==> src/hsc_pkg.sv <==
// Package with the transfer types, command codes and Hangul constants of the syllable codec.
package hsc_pkg;

  typedef enum logic [1:0] {
    CMD_FULL    = 2'd0,
    CMD_STEP    = 2'd1,
    CMD_COMPOSE = 2'd2,
    CMD_NONE    = 2'd3
  } hsc_cmd_t;

  typedef struct packed {
    hsc_cmd_t    cmd;
    logic [20:0] code_a;
    logic [20:0] code_b;
  } hsc_item_t;

  typedef struct packed {
    logic [20:0] code_point;
    logic        matched;
    logic        last;
  } hsc_result_t;

  // One decoded item: how many results it gives and their code points in order.
  typedef struct packed {
    logic [1:0]       cnt;
    logic             matched;
    logic [2:0][20:0] code;
  } hsc_bundle_t;

  localparam logic [20:0] S_BASE = 21'h00AC00;
  localparam logic [20:0] S_LAST = 21'h00D7A3;
  localparam logic [20:0] L_BASE = 21'h001100;
  localparam logic [20:0] L_END  = 21'h001113;
  localparam logic [20:0] V_BASE = 21'h001161;
  localparam logic [20:0] V_END  = 21'h001176;
  localparam logic [20:0] T_BASE = 21'h0011A7;
  localparam logic [20:0] T_END  = 21'h0011C3;

  localparam int unsigned V_COUNT = 21;
  localparam int unsigned T_COUNT = 28;

  // Reciprocals rounded up, exact over the syllable index range.
  localparam logic [26:0] RECIP_T = 27'd9363;
  localparam int unsigned RECIP_T_SHIFT = 18;
  localparam logic [18:0] RECIP_V = 19'd781;
  localparam int unsigned RECIP_V_SHIFT = 14;

endpackage

==> src/hsc_datapath.sv <==
// Four-stage arithmetic pipeline that splits or joins syllables and builds the result bundle.
module hsc_datapath
  import hsc_pkg::*;
(
  input  logic        clk,
  input  logic        rst,
  input  logic        item_valid,
  output logic        item_stall,
  input  hsc_item_t   item,
  output logic        res_valid,
  input  logic        res_stall,
  output hsc_bundle_t res
);

  typedef struct packed {
    hsc_cmd_t    cmd;
    logic [20:0] a;
    logic        syl;
    logic        lv_ok;
    logic        t_ok;
    logic [4:0]  tb;
    logic [4:0]  li;
    logic [4:0]  vi;
    logic [13:0] s;
    logic [8:0]  q;
    logic [8:0]  n;
    logic [4:0]  t;
    logic [4:0]  l;
    logic [20:0] comp_lv;
  } hsc_stage_t;

  hsc_stage_t  st1, st2, st3;
  hsc_stage_t  st1_next, st2_next, st3_next;
  hsc_bundle_t st4_next;
  logic        v1, v2, v3, v4;
  logic        rdy1, rdy2, rdy3, rdy4;
  logic [26:0] prod_q;
  logic [18:0] prod_l;
  logic [4:0]  v_idx;

  assign rdy4 = !v4 || !res_stall;
  assign rdy3 = !v3 || rdy4;
  assign rdy2 = !v2 || rdy3;
  assign rdy1 = !v1 || rdy2;
  assign item_stall = !rdy1;
  assign res_valid  = v4;

  always_comb begin
    st1_next       = '0;
    st1_next.cmd   = item.cmd;
    st1_next.a     = item.code_a;
    st1_next.syl   = (item.code_a >= S_BASE) && (item.code_a <= S_LAST);
    st1_next.lv_ok = (item.code_a >= L_BASE) && (item.code_a < L_END) &&
                     (item.code_b >= V_BASE) && (item.code_b < V_END);
    st1_next.t_ok  = (item.code_b > T_BASE) && (item.code_b < T_END);
    st1_next.tb    = 5'(item.code_b - T_BASE);
    st1_next.li    = 5'(item.code_a - L_BASE);
    st1_next.vi    = 5'(item.code_b - V_BASE);
    st1_next.s     = 14'(item.code_a - S_BASE);
  end

  assign prod_q = 27'(st1.s) * RECIP_T;

  always_comb begin
    st2_next   = st1;
    st2_next.q = prod_q[RECIP_T_SHIFT +: 9];
    st2_next.n = 9'(9'(st1.li) * 9'(V_COUNT) + 9'(st1.vi));
  end

  assign prod_l = 19'(st2.q) * RECIP_V;

  always_comb begin
    st3_next         = st2;
    st3_next.t       = 5'(st2.s - 14'(st2.q) * 14'(T_COUNT));
    st3_next.l       = prod_l[RECIP_V_SHIFT +: 5];
    st3_next.comp_lv = 21'(21'(st2.n) * 21'(T_COUNT)) + S_BASE;
  end

  assign v_idx = 5'(st3.q - 9'(st3.l) * 9'(V_COUNT));

  always_comb begin
    st4_next         = '0;
    st4_next.cnt     = 2'd1;
    st4_next.matched = 1'b0;
    unique case (st3.cmd)
      CMD_FULL: begin
        if (st3.syl) begin
          st4_next.cnt     = (st3.t != 5'd0) ? 2'd3 : 2'd2;
          st4_next.matched = 1'b1;
          st4_next.code[0] = L_BASE + 21'(st3.l);
          st4_next.code[1] = V_BASE + 21'(v_idx);
          st4_next.code[2] = T_BASE + 21'(st3.t);
        end else begin
          st4_next.code[0] = st3.a;
        end
      end
      CMD_STEP: begin
        st4_next.cnt = 2'd2;
        if (st3.syl) begin
          st4_next.matched = 1'b1;
          if (st3.t != 5'd0) begin
            st4_next.code[0] = st3.a - 21'(st3.t);
            st4_next.code[1] = T_BASE + 21'(st3.t);
          end else begin
            st4_next.code[0] = L_BASE + 21'(st3.l);
            st4_next.code[1] = V_BASE + 21'(v_idx);
          end
        end else begin
          st4_next.code[0] = st3.a;
        end
      end
      CMD_COMPOSE: begin
        if (st3.lv_ok) begin
          st4_next.matched = 1'b1;
          st4_next.code[0] = st3.comp_lv;
        end else if (st3.syl && (st3.t == 5'd0) && st3.t_ok) begin
          st4_next.matched = 1'b1;
          st4_next.code[0] = st3.a + 21'(st3.tb);
        end
      end
      CMD_NONE: begin
        st4_next.cnt = 2'd1;
      end
    endcase
  end

  always_ff @(posedge clk) begin
    if (rst) begin
      v1 <= 1'b0;
      v2 <= 1'b0;
      v3 <= 1'b0;
      v4 <= 1'b0;
    end else begin
      if (rdy1) v1 <= item_valid;
      if (rdy2) v2 <= v1;
      if (rdy3) v3 <= v2;
      if (rdy4) v4 <= v3;
    end
  end

  always_ff @(posedge clk) begin
    if (rdy1) st1 <= st1_next;
    if (rdy2) st2 <= st2_next;
    if (rdy3) st3 <= st3_next;
    if (rdy4) res <= st4_next;
  end

endmodule

==> src/hsc_serializer.sv <==
// Output stage that sends the one to three code points of each bundle as separate transfers.
module hsc_serializer
  import hsc_pkg::*;
(
  input  logic        clk,
  input  logic        rst,
  input  logic        res_valid,
  output logic        res_stall,
  input  hsc_bundle_t res,
  output logic        result_valid,
  input  logic        result_stall,
  output hsc_result_t result
);

  hsc_bundle_t hold;
  logic        busy;
  logic [1:0]  idx;
  logic        is_last;
  logic        take;

  assign is_last = (idx == 2'(hold.cnt - 2'd1));
  assign take    = !busy || (!result_stall && is_last);
  assign res_stall = !take;

  assign result_valid      = busy;
  assign result.code_point = hold.code[idx];
  assign result.matched    = hold.matched;
  assign result.last       = is_last;

  always_ff @(posedge clk) begin
    if (rst) begin
      busy <= 1'b0;
      idx  <= 2'd0;
    end else if (take) begin
      busy <= res_valid;
      idx  <= 2'd0;
    end else if (!result_stall) begin
      idx <= 2'(idx + 2'd1);
    end
  end

  always_ff @(posedge clk) begin
    if (take) hold <= res;
  end

`ifndef ASSERT_OFF
  a_cnt_nonzero: assert property (@(posedge clk) disable iff (rst)
    busy |-> hold.cnt != 2'd0)
    else $error("bundle held with zero results");

  a_idx_range: assert property (@(posedge clk) disable iff (rst)
    busy |-> idx < hold.cnt)
    else $error("result index past bundle count");

  a_idx_hold: assert property (@(posedge clk) disable iff (rst)
    busy && result_stall |=> busy && idx == $past(idx))
    else $error("result index moved while stalled");

  a_idx_step: assert property (@(posedge clk) disable iff (rst)
    busy && !result_stall && !is_last |=> busy && idx == 2'($past(idx) + 2'd1))
    else $error("bundle left before its last transfer");
`endif

endmodule

==> src/hangul_syllable_codec.sv <==
// Top level of the Hangul syllable codec: arithmetic pipeline followed by the output serializer.
//
//  channel   valid         stall          payload
//  input     item_valid    item_stall     item   (hsc_item_t: cmd, code_a, code_b)
//  output    result_valid  result_stall   result (hsc_result_t: code_point, matched, last)
//
// An item enters every cycle while the output keeps pace; the first result of an item passes
// through the four pipeline stages and the output register.
// The output sends one code point per cycle while result_stall is low, so an item holds the
// output for one to three transfers and that number sets the sustained rate.
// Reset clears all valid bits and the serializer; no clearing pass is needed.
// A stall on the output backs up stage by stage without loss or repetition.
module hangul_syllable_codec
  import hsc_pkg::*;
(
  input  logic        clk,
  input  logic        rst,
  input  logic        item_valid,
  output logic        item_stall,
  input  hsc_item_t   item,
  output logic        result_valid,
  input  logic        result_stall,
  output hsc_result_t result
);

  hsc_bundle_t res;
  logic        res_valid;
  logic        res_stall;

  hsc_datapath u_datapath (
    .clk        (clk),
    .rst        (rst),
    .item_valid (item_valid),
    .item_stall (item_stall),
    .item       (item),
    .res_valid  (res_valid),
    .res_stall  (res_stall),
    .res        (res)
  );

  hsc_serializer u_serializer (
    .clk          (clk),
    .rst          (rst),
    .res_valid    (res_valid),
    .res_stall    (res_stall),
    .res          (res),
    .result_valid (result_valid),
    .result_stall (result_stall),
    .result       (result)
  );

endmodule

==> config.mk <==
export PLATFORM = sky130hd
export DESIGN_NAME = hangul_syllable_codec
export DESIGN_NICKNAME = d
export VERILOG_FILES = /design/src/hsc_pkg.sv /design/src/hsc_datapath.sv /design/src/hsc_serializer.sv /design/src/hangul_syllable_codec.sv
export SDC_FILE = /design/constraint.sdc
export NUM_CORES = 1
export LEC_CHECK = 0
export ABC_AREA = 1
export BUFFER_PORTS_ARGS = -buffer_cell sky130_fd_sc_hd__buf_4
export CORE_ASPECT_RATIO = 0.75
export CORE_UTILIZATION = 65
export DETAILED_ROUTE_END_ITERATION = 10
export PLACE_DENSITY = 0.84
export SLEW_MARGIN = 20
export SYNTH_ARGS = -nofsm -noshare
export SYNTH_HDL_FRONTEND = slang
export SYNTH_SLANG_ARGS = --single-unit
export TNS_END_PERCENT = 5
==> constraint.sdc <==
create_clock -name clk -period 6.2 [get_ports clk]
set_input_delay 0.31 -clock clk [delete_from_list [all_inputs] [get_ports clk]]
set_output_delay 0.31 -clock clk [all_outputs]
set_load 0.01 [all_outputs]
# Word level (Yosys, flattened, before mapping)
# Cells that the tools add are included.
[totals] memories=0 output_inout_bits=25 rom_bits=0 word_cells=119 ramBits=0 regBits=315 latchBits=0 input_bits=48
[classes] n_lt_le_gt_ge=9 n_bitwise=0 mul=6 n_addsub=15 n_eq_ne=3 shifts=0 mux=17 n_reduce_logical=25 n_div=0
[op_table] operator="2-to-1 mux 21 bit" n=6
[op_table] operator="< comparator 21 x 13 -> 1 bit (second input constant)" n=3
[op_table] operator="case mux 21 bit (3 select lines)" n=1
[op_table] operator="2-to-1 mux 45 bit" n=1
[op_table] operator="adder 13 x 5 -> 14 bit (first input constant)" n=3
[op_table] operator="binary-select mux 21 bit (select 2 bit)" n=1
[op_table] operator=">= comparator 21 x 13 -> 1 bit (second input constant)" n=2
[op_table] operator="2-to-1 mux 42 bit" n=1
[op_table] operator="case mux 21 bit (2 select lines)" n=1
[op_table] operator="multiplier 14 x 14 -> 27 bit (second input constant)" n=1
[op_table] operator="adder 21 x 5 -> 21 bit" n=1
[op_table] operator=">= comparator 21 x 16 -> 1 bit (second input constant)" n=1
[op_table] operator="greater-than comparator 21 x 13 -> 1 bit (second input constant)" n=1
[op_table] operator="less-or-equal comparator 21 x 16 -> 1 bit (second input constant)" n=1
[op_table] operator="subtractor 21 x 5 -> 21 bit" n=1
[op_table] operator="multiplier 9 x 10 -> 19 bit (second input constant)" n=1
[op_table] operator="adder 14 x 16 -> 17 bit (second input constant)" n=1
[op_table] operator="subtractor 14 bit (second input constant)" n=1
[op_table] operator="multiplier 9 x 3 -> 12 bit (second input constant)" n=1
[op_table] operator="subtractor 5 x 1 -> 5 bit (second input constant)" n=2
[op_table] operator="subtractor 5 bit" n=2
[op_table] operator="adder 9 x 5 -> 9 bit" n=1
[op_table] operator="multiplier 5 x 5 -> 9 bit (second input constant)" n=1
[op_table] operator="multiplier 9 x 3 -> 3 bit (second input constant)" n=1
[op_table] operator="19 further kinds" n=39

# Longest topological paths before layout
[depth] ltp_word=9 depth_mapped=20 ltp_nobuf=20

# Hierarchy
# Synthesis repeated with hierarchy kept, for this count alone.
[hier_totals] hier_cells=1875 area_unflattened_um2=17551.8
[by_module_without_submodules] module="hsc_datapath" cells_each=1682 area_per_inst_um2=14910.6 instances=1 seq_area_each_um2=5665.4
[by_module_without_submodules] module="hsc_serializer" cells_each=193 area_per_inst_um2=2641.3 instances=1 seq_area_each_um2=2042.0

# Worst setup path before layout
# No wires, ideal clock.
[synth_timing] path_type="register to register" startpoint="register u_datapath.st1[51] (netlist name)" endpoint="register u_datapath.st2[48] (netlist name), data pin" setup_ns=0.252 period_less_slack_ns=4.110 t_arrival_ns=3.858 n_path_buf=0 slack_ns=2.090 path_stages_with_launch=16 required_ns=5.948 cell_sequence="edfxtp_1 ha_1 fa_1 inv_1 fa_1 inv_1 fa_1 ha_1 ha_1 a21o_1 a21boi_0 nand2_1 a21oi_1 nand2_1 nand2_1 nand2_1"
[synth_between] elab_chain_cells=1
[synth_lines] item="from (decl)" line="hsc_datapath.sv:32" text="hsc_stage_t st1, st2, st3;"
[synth_lines] item="from (signal assigned)" line="hsc_datapath.sv:142" text="if (rdy1) st1 <= st1_next;"
[synth_lines] item="multiplier 14 x 14 -> 27 bit" line="hsc_datapath.sv:62" text="assign prod_q = 27'(st1.s) * RECIP_T;"
[synth_lines] item="named net u_datapath.prod_q[26]" line="hsc_datapath.sv:37" text="logic [26:0] prod_q;"
[synth_lines] item="to (signal assigned)" line="hsc_datapath.sv:143" text="if (rdy2) st2 <= st2_next;"
[synth_lines] item="to (decl)" line="hsc_datapath.sv:32"
# The timed path passes the listed nets, and every way through them passes these cells.
# A chain may end at the register's enable or synchronous reset.

# Worst setup path in the final report
# Same ends and word-level chain as after synthesis.

==> flow_metrics.tcl <==
set metrics [dict create \
    syn_to_final_growth_pct 11.4 \
    synth-edff-count 227 \
    cts_root_buf "clkbuf_16" \
    drc 0 \
    cp_slowest_cell "edfxtp_1" \
    final_area_um2 18400 \
    finClkSkew_ns 0.0142 \
    fmax_mhz 224 \
    postSynth.asyncResetShare_pct 0 \
    finalCritPeriodShare_pct 72.0 \
    critPathRequiredTime_ns 6.47 \
    slew_headroom_pct 47.1 \
    final_cell_count_no_fill 2225 \
    hp-class "in -> reg" \
    finalHoldViolations 0 \
    pwr-share-seq_pct 24.8 \
    cp-end-kind "flop" \
    path_cells "ha_1 > fa_1 > inv_1 > fa_1 > inv_1 > fa_1 > ha_1 > ha_1 > a21o_1 > a21boi_0 > nand2_1 > a21oi_1 > nand2_1 > nand2_1 > nand2_1" \
    max_slew.worst_pin.slew_ns 0.793 \
    clock_latency_ns 0.52 \
    syn_inst 1770 \
    gp_congestion 0.969 \
    critPathKind "reg -> reg" \
    path_delay_family "adder cells" \
    hold_buffers 14 \
    die_h_um 140 \
    wl_mm 38.5 \
    period_minus_slack_ns 4.46 \
    synth_flop_cell "edfxtp_1" \
    grt_pass1_wl_mm 61.6 \
    crit_top_cell "nand2_1" \
    cts_tree "built" \
    grt_antenna_before_repair 0 \
    htree_levels 1 \
    port_buffers 72 \
    p_per_area_nw_per_um2 511 \
    io_pins 73 \
    start_util_pct 66.2 \
    ys_warn_count 0 \
    hpwl_mm 30.2 \
    finalSetupTns_ns 0 \
    clk_pin_slew_ns 0.06 \
    slew_violations 0 \
    grt_max_degree 58 \
    cts_buffer_depth 3 \
    die_w_um 186 \
    finalPower_uw 9370 \
    synthDistinctLibCells 48 \
    outcome "finished, final reports clean" \
    setup_viol 0 \
    p_int_uw 5110 \
    peakVddDrop_mv 0.571 \
    dp.cells 2167 \
    synth_area_um2 16500 \
    row_count 50 \
    max_stage_delay_ns 0.54 \
    cts_resized 0 \
    ant_nets 0 \
    clock_sinks 234 \
    power.share.clock_pct 16.5 \
    first_iter_violations 1125 \
    cts_setup_buffers 0 \
    routedWlPerCell_um 17.3 \
    worst_setup_path_start_kind "flop" \
    diodes 0 \
    p_switching_uw 4260 \
    rsz0062_at_grt "no" \
    numCtsBuffers 24 \
    dr.pass1.iters 5 \
    synth_nets 2073 \
    ys_seq_area_share_pct 42.2 \
    power.leakage_uw 0.00901 \
    switching_share_pct 45.5 \
    track_usage_pct 30.6 \
    num-nets-final 2172 \
    dpl_cell_area_um2 17400 \
    viasPerCell 5.69 \
    utilization_pct 73.7 \
    crit_buf_inv 2 \
    avgSynthCellArea_um2 9.31 \
    grt_pass1_vias 12100 \
    core_region_area_um2 24900 \
    ys_ff_latch 234 \
    die_area_um2 26000 \
    drv_cap 0 \
    vias 12700 \
    critical_path.max_fanout 8 \
    grt_overflow 0 \
    pwr-share-comb_pct 58.7 \
    arrival_ns 4.74 \
    final_layout_size_suffix_gt1_share_pct 9.49 \
]
[per-stage QoR]
stage,hold slack (ns),setup slack [ns]
2_1_floorplan,0.379,2.09
3_3_place_gp,0.400,1.85
6_report,0.0113,1.74
5_1_grt,0.00446,1.52
4_1_cts,0.000446,1.65
3_5_place_dp,0.405,1.78
[cell families (layout without fill, tap and decap cells)]
| group | after synthesis | count (layout) | share of synthesized area [%] |
|---|---|---|---|
| AO/OA/AOI/OAI | 141 | 141 | 4.84 |
| XOR/XNOR | 45 | 45 | 2.39 |
| adder cells (fa/ha/maj) | 255 | 255 | 21.9 |
| buffers and inverters | 318 | 435 | 7.53 |
| flip-flops | 234 | 234 | 42.2 |
| AND/OR/NAND/NOR | 777 | 777 | 21.1 |
[cell usage after synthesis, types with 7 or more instances]
master	n	area share, %
nor2_2	16	0.61
ha_1	199	15
inv_1	288	6.6
o21ai_1	7	0.21
nor2_1	113	2.6
nand4_1	28	1.1
nand3_1	159	4.8
fa_1	56	6.8
o21ai_0	36	1.1
nor3_1	22	0.67
nand3b_1	8	0.36
o211ai_1	9	0.41
xor2_1	32	1.7
nand2_2	9	0.34
inv_2	12	0.27
nand3_2	9	0.55
a21o_1	9	0.41
a21oi_1	61	1.9
edfxtp_1	227	41
dfxtp_1	7	0.85
nand2_1	392	8.9
xnor2_1	13	0.69
[registers in the layout, summed over array words and instances (netlist names), 2 cells and up]
name and count:
u_datapath.res 41, u_datapath.st1 39, u_datapath.st2 49, u_datapath.st3 57, u_serializer.hold 40, u_serializer.idx 2
[cells in the final DEF, fill, tap and decap left out, types with 3 or more instances in the layout]
| cell type | n |
|---|---|
| dfxtp_1 | 7 |
| a21oi_1 | 61 |
| nor2_1 | 113 |
| xor2_1 | 32 |
| nor4_1 | 5 |
| nor2_2 | 16 |
| nand2_1 | 391 |
| inv_1 | 287 |
| buf_4 | 76 |
| nand3b_1 | 8 |
| inv_6 | 4 |
| and2_1 | 3 |
| clkinv_1 | 4 |
| clkinvlp_4 | 3 |
| o21ai_0 | 36 |
| bufinv_16 | 4 |
| o21ai_1 | 7 |
| clkbuf_16 | 25 |
| nand3_2 | 8 |
| nand3_1 | 159 |
| ha_1 | 199 |
| or2_2 | 5 |
| xnor2_1 | 13 |
| o21bai_1 | 3 |
| clkinv_2 | 3 |
| nand4_1 | 28 |
| nand2_2 | 10 |
| a31oi_1 | 5 |
| inv_2 | 13 |
| edfxtp_1 | 227 |
| dlygate4sd3_1 | 14 |
| nor3_1 | 22 |
| o211ai_1 | 9 |
| fa_1 | 56 |
| a21o_1 | 9 |
[layer usage]
| metal | GRT usage [%] | vias up | routed length, um |
|---|---|---|---|
| met1 | 43.9 | 5914 | 17100 |
| met4 | 7.20 | 0 | 867 |
| met5 | 0 | - | 0 |
| li1 | - | 6102 | - |
| met3 | 4.79 | 67 | 3260 |
| met2 | 49.0 | 567 | 17200 |
[area by class of cell]
type	instances	area, um^2
Sequential cell	234	6960
Timing Repair Buffer	90	711
Clock inverter	19	224
Tap cell	338	423
Inverter	301	1130
Clock buffer	25	626
Multi-Input combinational cell	1218	8290
Fill cell	1821	6540
[final timing paths]
path	from	to	slack [ns]	cells after the start
worst max-delay path	u_datapath.st1[51]	u_datapath.st2[48]	1.74	15
worst min-delay path	item[37]	u_datapath.st1[97]	0.01	1
worst max register to register	u_datapath.st1[51]	u_datapath.st2[48]	1.74	15
worst min register to register	u_datapath.st2[49]	u_datapath.st3[26]	0.42	0
[power groups by stage]
| stage | clock network (uW) | logic (uW) | registers, uW |
|---|---|---|---|
| after floorplan | 0 | 4020 | 2260 |
| after global placement | 0 | 5060 | 2340 |
| after detailed placement | 0 | 5350 | 2350 |
| after CTS | 1570 | 5410 | 2320 |
| after global routing | 1620 | 6240 | 2350 |
| final | 1550 | 5500 | 2320 |
No activity file was read; power rests on OpenSTA's default activity.
